==> src/design/ring_buffer_deque_macros.svh <==
// ----------------------------------------------------------------------------
// ring_buffer_deque_macros.svh
// Assertion macros used by the deque top level.
// ----------------------------------------------------------------------------
`ifndef RING_BUFFER_DEQUE_MACROS_SVH
`define RING_BUFFER_DEQUE_MACROS_SVH

// Same-cycle implication, disabled while reset is asserted.
`define RBD_ASSERT_NOW(label, clk, rstn, ante, cons, msg) \
    label: assert property (@(posedge clk) disable iff (!(rstn)) (ante) |-> (cons)) \
        else $error(msg);

// Next-cycle implication, disabled while reset is asserted.
`define RBD_ASSERT_NEXT(label, clk, rstn, ante, cons, msg) \
    label: assert property (@(posedge clk) disable iff (!(rstn)) (ante) |=> (cons)) \
        else $error(msg);

`endif

==> src/design/rbd_pkg.sv <==
// ----------------------------------------------------------------------------
// rbd_pkg
// Types and constants for the ring buffer deque.
// ----------------------------------------------------------------------------
`default_nettype none

package rbd_pkg;

    localparam int DEPTH   = 16;
    localparam int AW      = (DEPTH > 1) ? $clog2(DEPTH) : 1;
    localparam int CW      = $clog2(DEPTH + 1);
    localparam int SW      = AW + 1;
    localparam int DATA_W  = 32;
    localparam int FILL_W  = 5;
    localparam int STAT_W  = 2;

    typedef enum logic [2:0] {
        OP_PUSH_FRONT = 3'd0,
        OP_PUSH_BACK  = 3'd1,
        OP_POP_FRONT  = 3'd2,
        OP_POP_BACK   = 3'd3,
        OP_CLEAR      = 3'd4
    } rbd_op_t;

    localparam logic [STAT_W-1:0] STAT_DONE  = 2'd0;
    localparam logic [STAT_W-1:0] STAT_EMPTY = 2'd1;
    localparam logic [STAT_W-1:0] STAT_FULL  = 2'd2;

    typedef struct packed {
        logic [2:0]               op;
        logic signed [DATA_W-1:0] value;
    } rbd_in_t;

    typedef struct packed {
        logic signed [DATA_W-1:0] data;
        logic [STAT_W-1:0]        status;
        logic                     now_empty;
        logic                     now_full;
        logic [FILL_W-1:0]        fill_count;
    } rbd_out_t;

    typedef enum logic [1:0] {
        S_IDLE = 2'd0,
        S_EXEC = 2'd1,
        S_RESP = 2'd2
    } rbd_state_t;

    typedef struct packed {
        logic load;
        logic exec;
    } rbd_cmd_t;

endpackage

`default_nettype wire

==> src/design/rbd_ctrl.sv <==
// ----------------------------------------------------------------------------
// rbd_ctrl
// Sequencer: accept one transaction, execute it, present the result.
// ----------------------------------------------------------------------------
`default_nettype none

module rbd_ctrl
    import rbd_pkg::*;
(
    input  wire logic     aclk,
    input  wire logic     aresetn,
    input  wire logic     s_valid,
    output logic          s_ready,
    output logic          m_valid,
    input  wire logic     m_ready,
    output rbd_cmd_t      cmd
);

    rbd_state_t state_reg;
    rbd_state_t state_next;

    always_ff @(posedge aclk) begin
        if (!aresetn) begin
            state_reg <= S_IDLE;
        end else begin
            state_reg <= state_next;
        end
    end

    always_comb begin
        state_next = state_reg;
        case (state_reg)
            S_IDLE: begin
                if (s_valid) begin
                    state_next = S_EXEC;
                end
            end
            S_EXEC: begin
                state_next = S_RESP;
            end
            S_RESP: begin
                if (m_ready) begin
                    state_next = S_IDLE;
                end
            end
            default: begin
                state_next = S_IDLE;
            end
        endcase
    end

    always_comb begin
        s_ready  = 1'b0;
        m_valid  = 1'b0;
        cmd.load = 1'b0;
        cmd.exec = 1'b0;
        case (state_reg)
            S_IDLE: begin
                s_ready  = 1'b1;
                cmd.load = s_valid;
            end
            S_EXEC: begin
                cmd.exec = 1'b1;
            end
            S_RESP: begin
                m_valid = 1'b1;
            end
            default: begin
                s_ready = 1'b0;
            end
        endcase
    end

endmodule

`default_nettype wire

==> src/design/rbd_datapath.sv <==
// ----------------------------------------------------------------------------
// rbd_datapath
// Ring store, head pointer, element count and result registers.
// ----------------------------------------------------------------------------
`default_nettype none

module rbd_datapath
    import rbd_pkg::*;
(
    input  wire logic     aclk,
    input  wire logic     aresetn,
    input  wire rbd_cmd_t cmd,
    input  wire rbd_in_t  s_item,
    output rbd_out_t      m_item
);

    logic [DATA_W-1:0] mem [DEPTH];

    logic [2:0]        op_reg;
    logic [DATA_W-1:0] value_reg;
    logic [AW-1:0]     head_reg;
    logic [AW-1:0]     head_next;
    logic [CW-1:0]     count_reg;
    logic [CW-1:0]     count_next;
    logic [DATA_W-1:0] rd_data_reg;
    logic              pop_ok_reg;
    logic              pop_ok_next;
    logic [STAT_W-1:0] status_reg;
    logic [STAT_W-1:0] status_next;

    logic              is_empty;
    logic              is_full;
    logic [AW-1:0]     head_dec;
    logic [AW-1:0]     head_inc;
    logic [CW-1:0]     offset;
    logic [SW-1:0]     slot_sum;
    logic [AW-1:0]     slot_tail;
    logic [AW-1:0]     addr;
    logic              wr_en;

    assign is_empty = (count_reg == '0);
    assign is_full  = (count_reg == CW'(DEPTH));
    assign head_dec = (head_reg == '0) ? AW'(DEPTH - 1) : head_reg - AW'(1);
    assign head_inc = (head_reg == AW'(DEPTH - 1)) ? '0 : head_reg + AW'(1);

    // Tail slot: (head + offset) wrapped once, offset is count or count-1
    assign offset    = (op_reg == OP_POP_BACK) ? count_reg - CW'(1) : count_reg;
    assign slot_sum  = SW'(head_reg) + SW'(offset);
    assign slot_tail = (slot_sum >= SW'(DEPTH)) ? AW'(slot_sum - SW'(DEPTH))
                                                : AW'(slot_sum);

    always_comb begin
        head_next   = head_reg;
        count_next  = count_reg;
        status_next = STAT_DONE;
        pop_ok_next = 1'b0;
        wr_en       = 1'b0;
        addr        = head_reg;
        case (op_reg)
            OP_PUSH_FRONT: begin
                addr = head_dec;
                if (is_full) begin
                    status_next = STAT_FULL;
                end else begin
                    wr_en      = 1'b1;
                    head_next  = head_dec;
                    count_next = count_reg + CW'(1);
                end
            end
            OP_PUSH_BACK: begin
                addr = slot_tail;
                if (is_full) begin
                    status_next = STAT_FULL;
                end else begin
                    wr_en      = 1'b1;
                    count_next = count_reg + CW'(1);
                end
            end
            OP_POP_FRONT: begin
                addr = head_reg;
                if (is_empty) begin
                    status_next = STAT_EMPTY;
                end else begin
                    pop_ok_next = 1'b1;
                    head_next   = head_inc;
                    count_next  = count_reg - CW'(1);
                end
            end
            OP_POP_BACK: begin
                addr = slot_tail;
                if (is_empty) begin
                    status_next = STAT_EMPTY;
                end else begin
                    pop_ok_next = 1'b1;
                    count_next  = count_reg - CW'(1);
                end
            end
            OP_CLEAR: begin
                head_next  = '0;
                count_next = '0;
            end
            default: begin
                status_next = STAT_DONE;
            end
        endcase
    end

    // Store: at most one write, and one registered read, per executed transaction
    always_ff @(posedge aclk) begin
        if (cmd.exec) begin
            if (wr_en) begin
                mem[addr] <= value_reg;
            end
            rd_data_reg <= mem[addr];
        end
    end

    always_ff @(posedge aclk) begin
        if (cmd.load) begin
            op_reg    <= s_item.op;
            value_reg <= s_item.value;
        end
        if (cmd.exec) begin
            pop_ok_reg <= pop_ok_next;
            status_reg <= status_next;
        end
    end

    always_ff @(posedge aclk) begin
        if (!aresetn) begin
            head_reg  <= '0;
            count_reg <= '0;
        end else if (cmd.exec) begin
            head_reg  <= head_next;
            count_reg <= count_next;
        end
    end

    assign m_item.data       = pop_ok_reg ? rd_data_reg : '0;
    assign m_item.status     = status_reg;
    assign m_item.now_empty  = is_empty;
    assign m_item.now_full   = is_full;
    assign m_item.fill_count = FILL_W'(count_reg);

endmodule

`default_nettype wire

==> src/design/ring_buffer_deque.sv <==
// ----------------------------------------------------------------------------
// ring_buffer_deque
// Double-ended queue of 32-bit words in a ring store with head and count.
// ----------------------------------------------------------------------------
//  channel | direction | handshake          | payload
//  s_      | in        | s_valid / s_ready  | s_item: op, value
//  m_      | out       | m_valid / m_ready  | m_item: data, status, flags, fill
//
//  One transaction at a time: accept, execute, present; a new transaction
//  is taken only after the result is. The single ring store port does an
//  optional write and one registered read in the execute state.
//  Reset (aresetn low, synchronous) zeroes head and count; store contents
//  are not cleared and are never returned before written.
//  A stalled result holds the block; s_ready stays low until it is taken.
// ----------------------------------------------------------------------------
`default_nettype none

module ring_buffer_deque
    import rbd_pkg::*;
(
    input  wire logic    aclk,
    input  wire logic    aresetn,
    input  wire logic    s_valid,
    output logic         s_ready,
    input  wire rbd_in_t s_item,
    output logic         m_valid,
    input  wire logic    m_ready,
    output rbd_out_t     m_item
);

`include "ring_buffer_deque_macros.svh"

    rbd_cmd_t cmd;

    // Sequencer: hold the input side while a transaction is in flight
    rbd_ctrl u_ctrl (
        .aclk    (aclk),
        .aresetn (aresetn),
        .s_valid (s_valid),
        .s_ready (s_ready),
        .m_valid (m_valid),
        .m_ready (m_ready),
        .cmd     (cmd)
    );

    // Datapath: advance head and count, write or read the ring store
    rbd_datapath u_dp (
        .aclk    (aclk),
        .aresetn (aresetn),
        .cmd     (cmd),
        .s_item  (s_item),
        .m_item  (m_item)
    );

    // Never take a new transaction while a result is pending
    `RBD_ASSERT_NOW(a_one_in_flight, aclk, aresetn, m_valid, !s_ready,
        "input accepted while a result is pending")

    // An accepted transaction blocks the input in the following cycle
    `RBD_ASSERT_NEXT(a_busy_after_accept, aclk, aresetn, s_valid && s_ready, !s_ready,
        "input still ready after accept")

    // Rejected operations carry zero data
    `RBD_ASSERT_NOW(a_reject_zero, aclk, aresetn,
        m_valid && (m_item.status != STAT_DONE), m_item.data == '0,
        "rejected operation returned nonzero data")

    // Empty flag agrees with the fill count
    `RBD_ASSERT_NOW(a_empty_flag, aclk, aresetn, m_valid,
        m_item.now_empty == (m_item.fill_count == '0),
        "empty flag disagrees with fill count")

endmodule

`default_nettype wire

==> config.mk <==
export PLATFORM = sky130hd
export DESIGN_NAME = ring_buffer_deque
export DESIGN_NICKNAME = d
export VERILOG_FILES = /design/src/design/rbd_pkg.sv /design/src/design/rbd_ctrl.sv /design/src/design/rbd_datapath.sv /design/src/design/ring_buffer_deque.sv
export VERILOG_INCLUDE_DIRS = /design/src /design/src/design
export SDC_FILE = /design/constraint.sdc
export NUM_CORES = 1
export LEC_CHECK = 0
export ABC_AREA = 1
export ABC_CLOCK_PERIOD_IN_PS = 6870
export BUFFER_PORTS_ARGS = -buffer_cell sky130_fd_sc_hd__buf_4
export CAP_MARGIN = 20
export CELL_PAD_IN_SITES_DETAIL_PLACEMENT = 0
export CELL_PAD_IN_SITES_GLOBAL_PLACEMENT = 1
export CORE_ASPECT_RATIO = 0.75
export CORE_UTILIZATION = 30
export DETAILED_ROUTE_END_ITERATION = 12
export GPL_TIMING_DRIVEN = 0
export PLACE_DENSITY_LB_ADDON = 0.1
export SETUP_SLACK_MARGIN = 0.05
export SLEW_MARGIN = 20
export SYNTH_ARGS = -nofsm -noshare
export SYNTH_HDL_FRONTEND = slang
export SYNTH_HIERARCHICAL = 1
export SYNTH_SLANG_ARGS = --single-unit
==> constraint.sdc <==
create_clock -name aclk -period 6.87 [get_ports aclk]
set_clock_uncertainty 0.1 [all_clocks]
set_input_delay 0 -clock aclk [delete_from_list [all_inputs] [get_ports aclk]]
set_output_delay 0 -clock aclk [all_outputs]
set_load 0.05 [all_outputs]
---- Word level (Yosys, flattened, before mapping) ----
Memory sizes are Yosys's and may differ from the RTL's. A register that Yosys moved wholly into a read port is not among the register bits.
Cells that the tools add are included.
word-level totals
  flip-flop bits (word level) ............. 49
  memory bits (writable) .................. 512
  input port bits ......................... 39
  output and inout port bits .............. 43
  word-level logic and storage cells ...... 69
  memories ................................ 1
operators by class
  add/subtract/negate cells ............... 6
  magnitude comparators ................... 1
  eq/ne operators ......................... 14
  multiplexer cells ....................... 28
  reduce and logical (&&, ||, !) cells .... 12
memories
  name      words  width  read ports  clocked after Yosys merged registers in  write ports  RTL line            text
  u_dp.mem  16     32     1           1                                        1            rbd_datapath.sv:17  logic [DATA_W-1:0] mem [DEPTH];
operator list
  cell                                                 count
  two-way mux 32 bit                                   1
  two-way mux 4 bit                                    5
  two-way mux 5 bit                                    3
  one-hot mux 5 bit (3 select lines)                   1
  inequality test 2 bit, second input constant         6
  one-hot mux 4 bit (3 select lines)                   1
  two-way mux 1 bit                                    11
  one-hot mux 4 bit (2 select lines)                   1
  AND reduction 4 bit                                  2
  subtractor 4 x 1 -> 4 bit, second input constant     2
  equality test 3 x 2 -> 1 bit, second input constant  2
  two-way mux 2 bit                                    3
  one-hot mux 2 bit (3 select lines)                   1
  nonzero test 3 bit                                   2
  OR reduction 2 bit                                   3
  adder 4 x 5 -> 5 bit                                 1
  adder 5 x 1 -> 5 bit, second input constant          1
  equality test 5 bit, second input constant           1
  >= comparator 5 bit, second input constant           1
  zero test 5 bit                                      1
  subtractor 5 x 1 -> 5 bit, second input constant     1
  adder 4 x 1 -> 4 bit, second input constant          1
  equality test 4 bit, second input constant           1
  zero test 4 bit                                      1
  8 further kinds                                      8

---- Logic depth before layout (Yosys ltp) ----
  depth after elaboration ................. 6
  mapped depth ............................ 21
  gate-level depth less buffers ........... 19

---- By module ----
The synthesis kept the hierarchy.
by module, submodules not included
  module        times used  cells each  area each (µm²)  seq. area each (µm²)
  rbd_datapath  1           2412        25217.9          17656.9
  rbd_ctrl      1           16          105.1            40.0

---- Worst setup path before layout ----
No wires, ideal clock.
  kind .................................... flip-flop to flip-flop
  from .................................... reg u_dp.count_reg[1]
  to ...................................... mem u_dp.mem[3][0] (enable)
  library setup time ...................... 0.421 ns
  arrival time ............................ 4.281 ns
  required time ........................... 6.349 ns
  path slack .............................. 2.068 ns
  cell stages (with the launch flop) ...... 14
  path buffers ............................ 2
  period minus slack after synthesis ...... 4.802 ns
  cells stage by stage .................... dfxtp_1 > inv_1 > ha_1 > inv_1 > nand2_1 > o22ai_1 > inv_1 > fa_1 > or2_1 > a31oi_4 > buf_2 > buf_2 > nand4_1 > nor2_1
between the ends
  word-level cells in the longest chain between the ends .. 6
  elaborated cells on any way between the ends .. 13
  those cells by class .................... add/sub (3); order compare (1); eq/ne (1); mux (8)
ends and longest elaborated chain
  what                                                                     RTL line                                                    text
  start: declaration                                                       rbd_datapath.sv:23                                          logic [CW-1:0] count_reg;
  start signal: assignment                                                 rbd_datapath.sv:135                                         count_reg <= count_next;
  subtractor 5 x 1 -> 5 bit or equality test 5 bit (tied branches)         rbd_datapath.sv:47, rbd_datapath.sv:42
  two-way mux 5 bit or two-way mux 1 bit (tied branches)                   rbd_datapath.sv:47, rbd_datapath.sv:62, rbd_datapath.sv:72
  adder 4 x 5 -> 5 bit or two-way mux 1 bit (tied branches)                n/a
  subtractor 4 x 1 -> 4 bit, or another cell as far along                  rbd_datapath.sv:49                                          assign slot_tail = (slot_sum >= SW'(DEPTH)) ? AW'(slot_sum - SW'(DEPTH))
  two-way mux 4 bit or two-way mux 1 bit (tied branches)                   rbd_datapath.sv:49, rbd_datapath.sv:110
  one-hot mux 4 bit (2 select lines) or two-way mux 1 bit (tied branches)  rbd_datapath.sv:59, rbd_datapath.sv:112
  end: declaration                                                         rbd_datapath.sv:17
Parallel ways exist; a longest one is shown, timed or not.

---- Final worst setup path ----
  from .................................... reg u_dp.op_reg[2]
  to ...................................... mem u_dp.mem[11][11] (enable)
between the ends
  word-level cells in the longest chain between the ends .. 6
  elaborated cells on any way between the ends .. 15
  those cells by class .................... add/sub (2); order compare (1); eq/ne (2); mux (7); reduce/logical (3)
ends and longest elaborated chain
  what                                                                     RTL line                                 text
  start: declaration                                                       rbd_datapath.sv:19                       logic [2:0] op_reg;
  start signal: assignment                                                 rbd_datapath.sv:120                      op_reg <= s_item.op;
  equality test 3 x 2 -> 1 bit, or another cell as far along               rbd_datapath.sv:47, rbd_datapath.sv:59
  two-way mux 5 bit or OR reduction 2 bit (tied branches)                  n/a
  adder 4 x 5 -> 5 bit or two-way mux 1 bit (tied branches)                n/a
  subtractor 4 x 1 -> 4 bit, or another cell as far along                  rbd_datapath.sv:49
  two-way mux 4 bit or two-way mux 1 bit (tied branches)                   rbd_datapath.sv:49, rbd_datapath.sv:110
  one-hot mux 4 bit (2 select lines) or two-way mux 1 bit (tied branches)  rbd_datapath.sv:59, rbd_datapath.sv:112
Parallel ways exist; a longest one is shown, timed or not.

==> flow_summary.json <==
{
  "multi_input_area_um2": 6830,
  "io_buffers": 81,
  "ys_types": 32,
  "dpl.cell_count": 3653,
  "die_y_um": 254,
  "dieArea_um2": 85600,
  "antennaDiodeCount": 0,
  "setup_viol": 0,
  "drc": 0,
  "drv_slew": 0,
  "grt_max_degree": 39,
  "antenna_found_initial": 0,
  "crit_fanout": 17,
  "row_count": 91,
  "die_width_um": 337,
  "max_stage_delay_ns": 0.83,
  "grt_pass1_vias": 17500,
  "io_pins": 82,
  "initial_core_util_pct": 30.6,
  "fin_crit_ns": 5.38,
  "status": "completed",
  "slew_headroom_pct": 35.9,
  "layout-drive-gt1-share_pct": 12.7,
  "hpwl_mm": 54.3,
  "largest_register_ffs": 512,
  "grt_overflow": 0,
  "via_per_inst": 4.63,
  "hp-class": "in2reg",
  "cts_tree": "built",
  "syn2layout_area_growth_pct": 22.6,
  "setup_tns_ns": 0,
  "vias": 17800,
  "avgSynthCellArea_um2": 10.4,
  "gr-usage-all-layers_pct": 18.9,
  "p_leak_nw": 12.8,
  "clock_latency_ns": 0.62,
  "fin_crit_sh_pct": 78.4,
  "synth_seq_area_share_pct": 69.9,
  "path_clk_slew_ns": 0.06,
  "worst_pin_slew_ns": 0.959,
  "place_area_um2": 28100,
  "nets": 2727,
  "drt-total-wl_mm": 79.8,
  "crit_required_ns": 7.07,
  "cts_max_path_buffers": 3,
  "power_mw": 8.89,
  "synth_cells": 2428,
  "dr.pass1.iters": 6,
  "syn_area_um2": 25300,
  "cp_slowest_cell": "nor2_4",
  "cp.arrival_ns": 5.58,
  "synth_area_leaders": "edfxtp_1, nand2_1, nand3_1",
  "numClockSinks": 593,
  "instances_no_fill": 3849,
  "synth_top_area_cell": "edfxtp_1",
  "drt_iter0_drc": 1294,
  "synth_top_cell_area_share_pct": 69.0,
  "ys_seq_elements": 593,
  "register_area_um2": 17700,
  "core-area_um2": 82900,
  "critPathLaunchType": "register",
  "crit_type": "reg2reg",
  "place.gp.congestion": 0.781,
  "peakVddDrop_uv": 176,
  "wl_per_cell_um": 20.7,
  "maxCapViolCount": 0,
  "cts_buffers": 67,
  "rsz0062_at_grt": "false",
  "final_area_um2": 31000,
  "fillers": 8282,
  "hold_viol": 0,
  "ys_warn_count": 6,
  "crit_chain": "inv_2 > nand2_2 > nor2_2 > xor2_1 > inv_1 > ha_1 > inv_1 > fa_1 > or2_1 > a31oi_4 > buf_2 > buf_2 > nand4_1 > nor2_4 > buf_12",
  "ctsHtreeMaxLevel": 3,
  "power.density_nw_per_um2": 287,
  "grt_pass1_wl_mm": 117,
  "syn_nets": 2476,
  "endpoint_kind": "register",
  "cts_root_buf": "clkbuf_16",
  "post_cts_buffers": 0,
  "timing.fmax_ghz": 0.186,
  "fin_util_pct": 37.4,
  "postRouteAntennaNets": 0
}
## final timing paths
kind                                  start                        endpoint  slack (ns)  cells past startpoint
min reg2reg  u_dp/count_reg[0]$_SDFFE_PN0P_  u_dp/count_reg[0]$_SDFFE_PN0P_        0.49                      2
max                u_dp/op_reg[2]$_DFFE_PP_      u_dp/mem[11][11]$_DFFE_PP_        1.49                     15
min                               s_item[7]     u_dp/value_reg[7]$_DFFE_PP_        0.07                      2
max reg2reg        u_dp/op_reg[2]$_DFFE_PP_      u_dp/mem[11][11]$_DFFE_PP_        1.49                     15
## power breakdown
part / internal, mW / switching (mW) / total [mW]
sequential: 4.05 / 0.0808 / 4.13
clock: 2.07 / 1.51 / 3.58
combinational: 0.333 / 0.852 / 1.19
## Yosys cell counts (all sizes together)
master	number
nand2	1252
nor3b	1
buf	107
edfxtp	582
o22ai	3
inv	73
o21ai	16
nor3	1
o211ai	1
a32oi	1
ha	8
or2	2
clkbuf	32
fa	1
a31oi	1
nor2	34
a21oi	11
nand3b	1
xnor2	1
nand3	272
dfxtp	11
nand4	3
a211oi	5
xor2	9
## critical path: cells and delay by family (launching register included)
kind                     cells  cell delay [ns]
adder cells (fa/ha/maj)      2             0.60
XOR/XNOR                     1             0.18
buffers and inverters        6             1.42
AO/OA/AOI/OAI                1             0.32
AND/OR/NAND/NOR              5             1.91
flip-flops                   1             0.47
## kinds of logic (layout without fill, tap and decap cells)
| logic type | count (synthesis) | count (layout) | synth area share [%] |
|---|---|---|---|
| simple gates | 1566 | 1566 | 24.7 |
| flops | 593 | 593 | 69.9 |
| buf+inv | 212 | 517 | 3.65 |
| compound gates | 38 | 38 | 0.919 |
| xor+xnor | 10 | 10 | 0.346 |
| fa+ha+maj | 9 | 9 | 0.474 |
## per-layer routing
metal / up-vias / routed length [um] / global-route usage (%) / share of wire (%)
met1: 8780 / 40900 / 28.9 / 51
met2: 357 / 34400 / 28.0 / 43
li1: 8603 / - / - / -
met5: - / 0 / 0 / 0
met4: 0 / 1520 / 4.86 / 1.9
met3: 95 / 2970 / 2.40 / 3.7
## cell usage in the layout (no fill, tap or decap), types with 2 or more instances in the layout
master and count:
inv_2 9, nor2_1 15, buf_1 11, o21ai_1 3, nand3_1 272, dlygate4sd3_1 73
inv_1 63, nor2_2 2, dfxtp_1 11, buf_8 2, nand4_1 3, buf_2 93
nor2_4 17, xor2_1 9, clkbuf_16 67, clkinv_8 2, ha_1 8, nand2_2 5
clkinvlp_4 3, o22ai_1 3, clkinv_1 11, a211oi_1 5, buf_16 18, o21ai_0 13
nand2_1 1247, a21oi_1 10, buf_4 84, clkinv_2 20, edfxtp_1 582, inv_6 5
clkbuf_1 39, bufinv_16 7, buf_12 8
## layout make-up
class | count | area share [%]
plain buffers | 139 | 2.09
clock buffers | 74 | 5.49
clock inverters | 49 | 1.48
inverters | 73 | 0.891
multi-input cells | 1623 | 22.0
flip-flops and latches | 593 | 57.0
well taps | 1116 | 4.50
repair buffers | 182 | 6.52
## stage by stage
step | setup WS (ns) | hold slack (ns)
detailed placement | 1.53 | 0.0793
CTS | 1.51 | 0.0233
global placement | -0.536 | 0.0781
floorplan | 2.07 | -0.00113
finish | 1.49 | 0.0684
global route | 1.22 | 0.0520
## timing repair
action                                 4_1_cts  5_1_grt
endpoints found under the hold margin       81        0
gates resized for setup                      0        0
hold buffers                                73        0
No activity file was read; power rests on OpenSTA's default activity.
